<file path="src/hw/rtl/rlrb_pkg.sv">
// Shared constants, types and helpers for the receive line ring buffer.
// Used by the front end, command queue, back end and top level.
package rlrb_pkg;

  localparam int RING_DEPTH = 64;
  localparam int PTR_W      = $clog2(RING_DEPTH);
  localparam int CNT_W      = $clog2(RING_DEPTH + 1);

  localparam int CMDQ_DEPTH = 4;
  localparam int CMDQ_PTR_W = $clog2(CMDQ_DEPTH);
  localparam int CMDQ_CNT_W = $clog2(CMDQ_DEPTH + 1);

  localparam int OUTQ_DEPTH = 4;
  localparam int OUTQ_PTR_W = $clog2(OUTQ_DEPTH);
  localparam int OUTQ_CNT_W = $clog2(OUTQ_DEPTH + 2);

  localparam logic [7:0] NEWLINE_CHAR = 8'h0A;

  localparam int REG_IDX_W = 3;
  localparam logic [REG_IDX_W-1:0] REG_RECEIVE_ENABLE = 3'd0;
  localparam logic [REG_IDX_W-1:0] REG_IGNORE_CHAR_A  = 3'd1;
  localparam logic [REG_IDX_W-1:0] REG_IGNORE_CHAR_B  = 3'd2;
  localparam logic [REG_IDX_W-1:0] REG_IGNORE_CHAR_C  = 3'd3;
  localparam logic [REG_IDX_W-1:0] REG_IGNORE_CHAR_D  = 3'd4;

  typedef enum logic [1:0] {
    CMD_ECHO,
    CMD_WRITE,
    CMD_LINE
  } cmd_op_t;

  // ECHO: one result carrying data as ignored_char.
  // WRITE: store data at ptr, one plain result.
  // LINE: emit count bytes starting at ptr.
  typedef struct packed {
    cmd_op_t          op;
    logic [PTR_W-1:0] ptr;
    logic [7:0]       data;
    logic [CNT_W-1:0] count;
  } cmd_t;

  typedef struct packed {
    logic [7:0] ignored_char;
    logic       line_found;
    logic [7:0] line_byte;
    logic       last;
  } result_t;

  function automatic logic [PTR_W-1:0] ptr_inc(input logic [PTR_W-1:0] p);
    logic [PTR_W-1:0] n;
    if (p == PTR_W'(RING_DEPTH - 1)) begin
      n = '0;
    end else begin
      n = p + PTR_W'(1);
    end
    return n;
  endfunction

endpackage

</file>
<file path="src/hw/rtl/rlrb_front.sv">
// Front end: configuration registers, item classification and ring pointers.
// Depends on rlrb_pkg; feeds commands to rlrb_cmd_queue.
module rlrb_front (
  input  logic                            clk,
  input  logic                            rst,
  input  logic                            push,
  input  logic                            action,
  input  logic [7:0]                      rx_byte,
  input  logic                            cmdq_full,
  output logic                            cmd_push,
  output rlrb_pkg::cmd_t                  cmd,
  input  logic                            cfg_write,
  input  logic [rlrb_pkg::REG_IDX_W-1:0]  cfg_index,
  input  logic [7:0]                      cfg_data
);

  logic                         receive_enable;
  logic [7:0]                   ignore_char [4];
  logic [rlrb_pkg::PTR_W-1:0]   write_pos, write_pos_next;
  logic [rlrb_pkg::PTR_W-1:0]   start_pos, start_pos_next;
  logic                         newline_valid, newline_valid_next;
  logic [rlrb_pkg::PTR_W-1:0]   newline_pos, newline_pos_next;
  logic                         accept;
  logic                         match;
  logic [rlrb_pkg::PTR_W:0]     span;

  assign accept   = push && !cmdq_full;
  assign cmd_push = accept;

  always_comb begin
    match = 1'b0;
    for (int i = 0; i < 4; i++) begin
      if (ignore_char[i] != 8'h00 && ignore_char[i] == rx_byte) begin
        match = 1'b1;
      end
    end
  end

  // distance from start to newline, wrapped
  always_comb begin
    if (newline_pos >= start_pos) begin
      span = {1'b0, newline_pos} - {1'b0, start_pos};
    end else begin
      span = {1'b0, newline_pos} + (rlrb_pkg::PTR_W+1)'(rlrb_pkg::RING_DEPTH)
             - {1'b0, start_pos};
    end
  end

  always_comb begin
    write_pos_next     = write_pos;
    start_pos_next     = start_pos;
    newline_valid_next = newline_valid;
    newline_pos_next   = newline_pos;
    cmd.op    = rlrb_pkg::CMD_ECHO;
    cmd.ptr   = write_pos;
    cmd.data  = 8'h00;
    cmd.count = rlrb_pkg::CNT_W'(1);
    if (!action) begin
      if (receive_enable && match) begin
        cmd.data = rx_byte;
      end else if (receive_enable) begin
        cmd.op   = rlrb_pkg::CMD_WRITE;
        cmd.data = rx_byte;
        if (rx_byte == rlrb_pkg::NEWLINE_CHAR) begin
          newline_valid_next = 1'b1;
          newline_pos_next   = write_pos;
        end
        write_pos_next = rlrb_pkg::ptr_inc(write_pos);
        // drop the mark once the writer laps it
        if (newline_valid_next && write_pos_next == newline_pos_next) begin
          newline_valid_next = 1'b0;
        end
        // ring full: give up the oldest byte
        if (write_pos_next == start_pos) begin
          start_pos_next = rlrb_pkg::ptr_inc(start_pos);
        end
      end
    end else if (newline_valid) begin
      cmd.op             = rlrb_pkg::CMD_LINE;
      cmd.ptr            = start_pos;
      cmd.count          = rlrb_pkg::CNT_W'(span) + rlrb_pkg::CNT_W'(1);
      newline_valid_next = 1'b0;
      start_pos_next     = rlrb_pkg::ptr_inc(newline_pos);
    end
  end

  always_ff @(posedge clk) begin
    if (rst) begin
      write_pos     <= '0;
      start_pos     <= '0;
      newline_valid <= 1'b0;
      newline_pos   <= '0;
    end else if (accept) begin
      write_pos     <= write_pos_next;
      start_pos     <= start_pos_next;
      newline_valid <= newline_valid_next;
      newline_pos   <= newline_pos_next;
    end
  end

  always_ff @(posedge clk) begin
    if (rst) begin
      receive_enable <= 1'b0;
      for (int i = 0; i < 4; i++) begin
        ignore_char[i] <= 8'h00;
      end
    end else if (cfg_write) begin
      case (cfg_index)
        rlrb_pkg::REG_RECEIVE_ENABLE: receive_enable <= cfg_data[0];
        rlrb_pkg::REG_IGNORE_CHAR_A:  ignore_char[0] <= cfg_data;
        rlrb_pkg::REG_IGNORE_CHAR_B:  ignore_char[1] <= cfg_data;
        rlrb_pkg::REG_IGNORE_CHAR_C:  ignore_char[2] <= cfg_data;
        rlrb_pkg::REG_IGNORE_CHAR_D:  ignore_char[3] <= cfg_data;
        default: ;
      endcase
    end
  end

endmodule

</file>
<file path="src/hw/rtl/rlrb_cmd_queue.sv">
// Short command queue between the front end and the back end.
// Depends on rlrb_pkg for the command type and depth.
module rlrb_cmd_queue (
  input  logic           clk,
  input  logic           rst,
  input  logic           push,
  input  rlrb_pkg::cmd_t push_cmd,
  output logic           full,
  input  logic           pop,
  output rlrb_pkg::cmd_t head_cmd,
  output logic           empty
);

  rlrb_pkg::cmd_t                  entries [rlrb_pkg::CMDQ_DEPTH];
  logic [rlrb_pkg::CMDQ_PTR_W-1:0] wr_ptr, rd_ptr;
  logic [rlrb_pkg::CMDQ_CNT_W-1:0] count;
  logic                            do_push, do_pop;

  assign full     = (count == rlrb_pkg::CMDQ_CNT_W'(rlrb_pkg::CMDQ_DEPTH));
  assign empty    = (count == '0);
  assign do_push  = push && !full;
  assign do_pop   = pop && !empty;
  assign head_cmd = entries[rd_ptr];

  always_ff @(posedge clk) begin
    if (do_push) begin
      entries[wr_ptr] <= push_cmd;
    end
  end

  always_ff @(posedge clk) begin
    if (rst) begin
      wr_ptr <= '0;
      rd_ptr <= '0;
      count  <= '0;
    end else begin
      if (do_push) begin
        wr_ptr <= wr_ptr + rlrb_pkg::CMDQ_PTR_W'(1);
      end
      if (do_pop) begin
        rd_ptr <= rd_ptr + rlrb_pkg::CMDQ_PTR_W'(1);
      end
      case ({do_push, do_pop})
        2'b10:   count <= count + rlrb_pkg::CMDQ_CNT_W'(1);
        2'b01:   count <= count - rlrb_pkg::CMDQ_CNT_W'(1);
        default: count <= count;
      endcase
    end
  end

endmodule

</file>
<file path="src/hw/rtl/rlrb_back.sv">
// Back end: ring memory, line read sequencer and result queue.
// Depends on rlrb_pkg; takes commands from rlrb_cmd_queue.
module rlrb_back (
  input  logic           clk,
  input  logic           rst,
  input  logic           cmdq_empty,
  input  rlrb_pkg::cmd_t head_cmd,
  output logic           cmdq_pop,
  output logic           empty,
  input  logic           pop,
  output logic [7:0]     ignored_char,
  output logic           line_found,
  output logic [7:0]     line_byte,
  output logic           last
);

  logic [7:0]                      ring [rlrb_pkg::RING_DEPTH];
  logic [7:0]                      rd_data;

  logic                            in_line;
  logic [rlrb_pkg::PTR_W-1:0]      line_ptr;
  logic [rlrb_pkg::CNT_W-1:0]      remaining;

  logic                            s1_valid;
  logic                            s1_found;
  logic [7:0]                      s1_ign;
  logic                            s1_last;

  rlrb_pkg::result_t               outq [rlrb_pkg::OUTQ_DEPTH];
  logic [rlrb_pkg::OUTQ_PTR_W-1:0] oq_wr, oq_rd;
  logic [rlrb_pkg::OUTQ_CNT_W-1:0] oq_count;
  logic                            oq_pop;
  rlrb_pkg::result_t               oq_in;
  rlrb_pkg::result_t               oq_head;

  logic                            room;
  logic                            line_step;
  logic                            mem_we;

  // leave a slot for the result already in flight
  assign room = (oq_count + rlrb_pkg::OUTQ_CNT_W'(s1_valid))
                < rlrb_pkg::OUTQ_CNT_W'(rlrb_pkg::OUTQ_DEPTH);
  assign line_step = room && in_line;
  assign cmdq_pop  = room && !in_line && !cmdq_empty;
  assign mem_we    = cmdq_pop && (head_cmd.op == rlrb_pkg::CMD_WRITE);

  always_ff @(posedge clk) begin
    if (mem_we) begin
      ring[head_cmd.ptr] <= head_cmd.data;
    end
    rd_data <= ring[line_ptr];
  end

  always_ff @(posedge clk) begin
    if (rst) begin
      in_line  <= 1'b0;
      s1_valid <= 1'b0;
    end else begin
      if (line_step) begin
        s1_valid <= 1'b1;
        if (remaining == rlrb_pkg::CNT_W'(1)) begin
          in_line <= 1'b0;
        end
      end else if (cmdq_pop) begin
        case (head_cmd.op)
          rlrb_pkg::CMD_LINE: begin
            in_line  <= 1'b1;
            s1_valid <= 1'b0;
          end
          rlrb_pkg::CMD_WRITE: s1_valid <= 1'b1;
          rlrb_pkg::CMD_ECHO:  s1_valid <= 1'b1;
          default:             s1_valid <= 1'b1;
        endcase
      end else begin
        s1_valid <= 1'b0;
      end
    end
  end

  always_ff @(posedge clk) begin
    if (line_step) begin
      line_ptr  <= rlrb_pkg::ptr_inc(line_ptr);
      remaining <= remaining - rlrb_pkg::CNT_W'(1);
      s1_found  <= 1'b1;
      s1_ign    <= 8'h00;
      s1_last   <= (remaining == rlrb_pkg::CNT_W'(1));
    end else if (cmdq_pop) begin
      s1_found <= 1'b0;
      s1_last  <= 1'b1;
      s1_ign   <= (head_cmd.op == rlrb_pkg::CMD_ECHO) ? head_cmd.data : 8'h00;
      if (head_cmd.op == rlrb_pkg::CMD_LINE) begin
        line_ptr  <= head_cmd.ptr;
        remaining <= head_cmd.count;
      end
    end
  end

  always_comb begin
    oq_in.ignored_char = s1_ign;
    oq_in.line_found   = s1_found;
    oq_in.line_byte    = s1_found ? rd_data : 8'h00;
    oq_in.last         = s1_last;
  end

  assign empty   = (oq_count == '0);
  assign oq_pop  = pop && !empty;
  assign oq_head = outq[oq_rd];

  assign ignored_char = oq_head.ignored_char;
  assign line_found   = oq_head.line_found;
  assign line_byte    = oq_head.line_byte;
  assign last         = oq_head.last;

  always_ff @(posedge clk) begin
    if (s1_valid) begin
      outq[oq_wr] <= oq_in;
    end
  end

  always_ff @(posedge clk) begin
    if (rst) begin
      oq_wr    <= '0;
      oq_rd    <= '0;
      oq_count <= '0;
    end else begin
      if (s1_valid) begin
        oq_wr <= oq_wr + rlrb_pkg::OUTQ_PTR_W'(1);
      end
      if (oq_pop) begin
        oq_rd <= oq_rd + rlrb_pkg::OUTQ_PTR_W'(1);
      end
      case ({s1_valid, oq_pop})
        2'b10:   oq_count <= oq_count + rlrb_pkg::OUTQ_CNT_W'(1);
        2'b01:   oq_count <= oq_count - rlrb_pkg::OUTQ_CNT_W'(1);
        default: oq_count <= oq_count;
      endcase
    end
  end

endmodule

</file>
<file path="src/hw/rtl/rx_line_ring_buffer.sv">
// Top level of the receive line ring buffer: front end, command queue, back end.
// Depends on rlrb_pkg, rlrb_front, rlrb_cmd_queue and rlrb_back.
//
// The front end takes one item per cycle while the four-entry command queue
// has room: a received byte or a read request is classified and the ring
// pointers are updated at once. The back end owns the 64-byte ring memory and
// works through commands in order: a byte event or an empty read gives one
// result; a line read first loads the sequencer, then reads one byte per cycle
// from the memory's single read port while the result queue has room. A
// four-entry result queue lets the front keep accepting while results wait
// to be popped.
module rx_line_ring_buffer (
  input  logic                            clk,
  input  logic                            rst,
  input  logic                            push,
  output logic                            full,
  input  logic                            action,
  input  logic [7:0]                      rx_byte,
  output logic                            empty,
  input  logic                            pop,
  output logic [7:0]                      ignored_char,
  output logic                            line_found,
  output logic [7:0]                      line_byte,
  output logic                            last,
  input  logic                            cfg_write,
  input  logic [rlrb_pkg::REG_IDX_W-1:0]  cfg_index,
  input  logic [7:0]                      cfg_data
);

  rlrb_pkg::cmd_t front_cmd;
  rlrb_pkg::cmd_t head_cmd;
  logic           cmd_push;
  logic           cmdq_full;
  logic           cmdq_empty;
  logic           cmdq_pop;

  assign full = cmdq_full;

  rlrb_front u_front (
    .clk       (clk),
    .rst       (rst),
    .push      (push),
    .action    (action),
    .rx_byte   (rx_byte),
    .cmdq_full (cmdq_full),
    .cmd_push  (cmd_push),
    .cmd       (front_cmd),
    .cfg_write (cfg_write),
    .cfg_index (cfg_index),
    .cfg_data  (cfg_data)
  );

  rlrb_cmd_queue u_cmdq (
    .clk      (clk),
    .rst      (rst),
    .push     (cmd_push),
    .push_cmd (front_cmd),
    .full     (cmdq_full),
    .pop      (cmdq_pop),
    .head_cmd (head_cmd),
    .empty    (cmdq_empty)
  );

  rlrb_back u_back (
    .clk          (clk),
    .rst          (rst),
    .cmdq_empty   (cmdq_empty),
    .head_cmd     (head_cmd),
    .cmdq_pop     (cmdq_pop),
    .empty        (empty),
    .pop          (pop),
    .ignored_char (ignored_char),
    .line_found   (line_found),
    .line_byte    (line_byte),
    .last         (last)
  );

endmodule

</file>
<file path="config.mk">
export PLATFORM = sky130hd
export DESIGN_NAME = rx_line_ring_buffer
export DESIGN_NICKNAME = d
export VERILOG_FILES = /design/src/hw/rtl/rlrb_pkg.sv /design/src/hw/rtl/rlrb_front.sv /design/src/hw/rtl/rlrb_cmd_queue.sv /design/src/hw/rtl/rlrb_back.sv /design/src/hw/rtl/rx_line_ring_buffer.sv
export SDC_FILE = /design/constraint.sdc
export NUM_CORES = 1
export LEC_CHECK = 0
export BUFFER_PORTS_ARGS = -buffer_cell sky130_fd_sc_hd__buf_2
export CAP_MARGIN = 20
export CORE_AREA = 4 4 184 364
export CTS_CLUSTER_DIAMETER = 50
export DETAILED_ROUTE_END_ITERATION = 8
export DIE_AREA = 0 0 188 368
export PLACE_DENSITY_LB_ADDON = 0.05
export SETUP_SLACK_MARGIN = 0.05
export SYNTH_ARGS = -nofsm -noshare
export SYNTH_HDL_FRONTEND = slang
export SYNTH_SLANG_ARGS = --single-unit
</file>
<file path="constraint.sdc">
create_clock -name clk -period 6.4 [get_ports clk]
set_clock_uncertainty 0.05 [all_clocks]
set_input_delay 0.32 -clock clk [delete_from_list [all_inputs] [get_ports clk]]
set_output_delay 0.32 -clock clk [all_outputs]
set_load 0.02 [all_outputs]
</file>
==> impl_metrics.toml <==
[outcome]
status = "complete, no violations"

[cts]
tritoncts = "yes"
clkSinkCount = 779
cts.hold.buffers_added = 1
cts_made_buffers = 68
root_buffer = "clkbuf_16"
clkLatencyLatePin_ns = 0.60
clock_path_buffers = 3
cts_setup_buffers = 0
htreeDepth = 3
clkSlewWorstSetupHoldPaths_ns = 0.07
cts.repair.resized = 0

[min_path]
worstHoldPathType = "primary input to register"
hold_start = "cfg_index[0]"

[route]
avgRoutedWirePerCell_um = 26.1
vias = 16700
drc = 0
top_layer_used = "met4"
wl_met2_um = 44700
wl_um = 75000
wl_met3_um = 2420
drt_first_pass_iters = 5
viasPerCell = 5.79
drt_iter0_markers = 1079
drtAntennaViolNets = 0
m1WireLength_um = 25200

[die]
die_y_um = 368
initial_core_util_pct = 49.6
die_area_mm2 = 0.0692
io-pin-count = 45
placementRows = 131
die_w_um = 188
coreArea_mm2 = 0.0641

[critical_path]
crit_type = "register to register"
crit_buf_inv = 2
crit_slowest_cell = "nor2_1"
crit_required_ns = 6.57
cp_common_cell = "nor2_1"
cp.arrival_ns = 3.69
worstPathCellList = "buf_4 -> mux4_2 -> inv_1 -> nand3_1 -> nor2_1 -> nand2_1 -> nor2_1"
critPathCaptureType = "register"
critical_path.max_fanout = 23
slowest_delay_ns = 0.82
worst_setup_path_start_kind = "register"
critical-path-top-delay-family = "simple AND/OR/NAND/NOR gates"

[finish]
drive_gt1_share_pct = 15.6
area_growth_syn_to_layout_pct = 11.1
fillers = 5043
layout.cells.non_filler = 2878
nets = 2013

[place]
io_buffers = 44
hpwl_um = 50100
dp.cells = 2754
gp_congestion = 0.914
post-place-ws_ns = 2.81

[yosys]
ys.flop_type = "edfxtp_1"
synth_edf_count = 722
synth_cells = 1915
synth_top_area_share_pct = 68.2
synth_area_mm2 = 0.0318
synth.area.top_cells = "edfxtp_1, mux4_2, mux2i_1"
ys_ff_latch = 779
ys_warn_count = 0
yosysSeqAreaShare_pct = 71.8
synth-async-reset-ratio_pct = 0
syn-num-nets = 1966
synth_cell_type_count = 61
synthDominantAreaCellType = "edfxtp_1"
synth_area_per_cell_um2 = 16.6

[timing]
setup-violations-final = 0
min_period_ns = 3.52
rsz0062_at_grt = "no"
fin_setup_tns_ns = 0
report.final.slew_viol_count = 0
worst_slack_ns = 2.88
min_period_over_period_pct = 55.0
hold_viol = 0
slew_headroom_pct = 31.9
tightestPinTransition_ns = 1.02
max_freq_ghz = 0.284

[run]
maxCapViolations = 0

[grt]
grt_pass1_wl_um = 113000
antenna_found_initial = 0
grt_start_max_net_pins = 135
grt_pass1_vias = 17500
grt_remaining_overflow = 0
grt.total_usage_pct = 21.7

[power]
ir_drop_mv = 0.303
p_leak_nw = 11.6
power.density_mw_per_mm2 = 423
cell usage after synthesis (2+ instances only):
master / n
a2111oi_0: 3
a211oi_1: 11
a21o_1: 3
a21oi_1: 58
a22o_1: 8
a22oi_1: 3
a31o_2: 2
and2_1: 58
and3_1: 4
buf_1: 17
buf_2: 28
buf_4: 2
clkbuf_1: 46
dfxtp_1: 57
edfxtp_1: 722
fa_1: 3
ha_1: 23
inv_1: 33
mux2_2: 9
mux2i_1: 132
mux4_2: 113
nand2_1: 102
nand2b_1: 3
nand3_1: 17
nand3b_1: 5
nand4_1: 4
nor2_1: 165
nor2b_1: 10
nor3_1: 18
nor3b_1: 3
nor4_1: 14
o211ai_1: 2
o21a_1: 3
o21ai_0: 64
o221ai_1: 32
o22ai_1: 35
o32ai_1: 3
or3_1: 4
xnor2_1: 32
xor2_1: 43
layout make-up:
type | count | area [um2] | share of cell area [%]
Antenna cell | 1 | 2.50 | 0.00709
Inverter | 35 | 131 | 0.372
Clock inverter | 46 | 596 | 1.69
Timing Repair Buffer | 71 | 450 | 1.28
Clock buffer | 75 | 1790 | 5.07
Multi-Input combinational cell | 1007 | 8430 | 23.9
Tap cell | 864 | 1080 | 3.06
Sequential cell | 779 | 22800 | 64.6
kinds of logic (layout without fill, tap and decap cells):
group | after synthesis | count (layout) | share of synthesized area [%]
DFF | 779 | 779 | 71.8
and+or+nand+nor | 419 | 419 | 6.24
muxes | 254 | 254 | 12.5
AOI/OAI and AO/OA | 233 | 233 | 4.63
buffers and inverters | 129 | 227 | 1.68
xor gates and xnor gates | 75 | 75 | 2.07
adders and majority gates | 26 | 26 | 1.09
other | 0 | 1 | 0
state kept, by name, summed over array words and instances (netlist names), 7 cells and up, named ones only:
register	count
u_front.ignore_char	32
u_back.rd_data	8
u_back.ring	512
u_back.s1_ign	8
u_back.outq	72
u_cmdq.entries	92
u_back.remaining	7
path summary, 6_finish.rpt:
path | endpoint | slack [ns] | cells after the start
max | u_back.ring[40][2] | 2.88 | 7
min reg2reg | u_cmdq.wr_ptr[1] | 0.45 | 2
max reg2reg | u_back.ring[40][2] | 2.88 | 7
min | u_front.receive_enable | 0.05 | 4
power by group:
| part | internal [W] | switching, W |
|---|---|---|
| clock | 0.00257 | 0.00183 |
| sequential | 0.00633 | 0.000204 |
| combinational | 0.00137 | 0.00263 |
per-layer routing:
| layer | track usage, % | vias to the layer above |
|---|---|---|
| li1 | - | 7550 |
| met1 | 22.3 | 8569 |
| met2 | 44.1 | 395 |
| met3 | 2.60 | 155 |
| met4 | 7.88 | 0 |
| met5 | 0 | - |
stage by stage:
step                hold slack [ns]  total power [W]  area [um2]  util [%]
CTS                         0.00881           0.0151       35300      55.1
floorplan                     0.408          0.00917       31800         -
finish                       0.0461           0.0149       35300      55.1
global placement              0.432           0.0107       32900      51.3
detailed placement            0.443           0.0107       32900      51.3
global route                 0.0302           0.0156       35300      55.1
tightest hold or removal path: stages:
cell	delay, ns
buf_2	0.10
nor2_1	0.08
nand3_1	0.09
a21oi_1	0.05
layout by cell type (no fill, tap or decap), types with 14 or more instances in the layout:
cell type    n
and2_1      58
dfxtp_1     57
o22ai_1     35
buf_4       24
xnor2_1     32
inv_1       33
mux4_2     113
edfxtp_1   722
a21oi_1     58
clkbuf_16   71
buf_2       44
nor2_1     165
nand2_1    102
o221ai_1    32
nand3_1     17
nor4_1      14
mux2i_1    132
o21ai_0     64
xor2_1      43
ha_1        23
nor3_1      18
No activity file was read; power rests on OpenSTA's default activity.
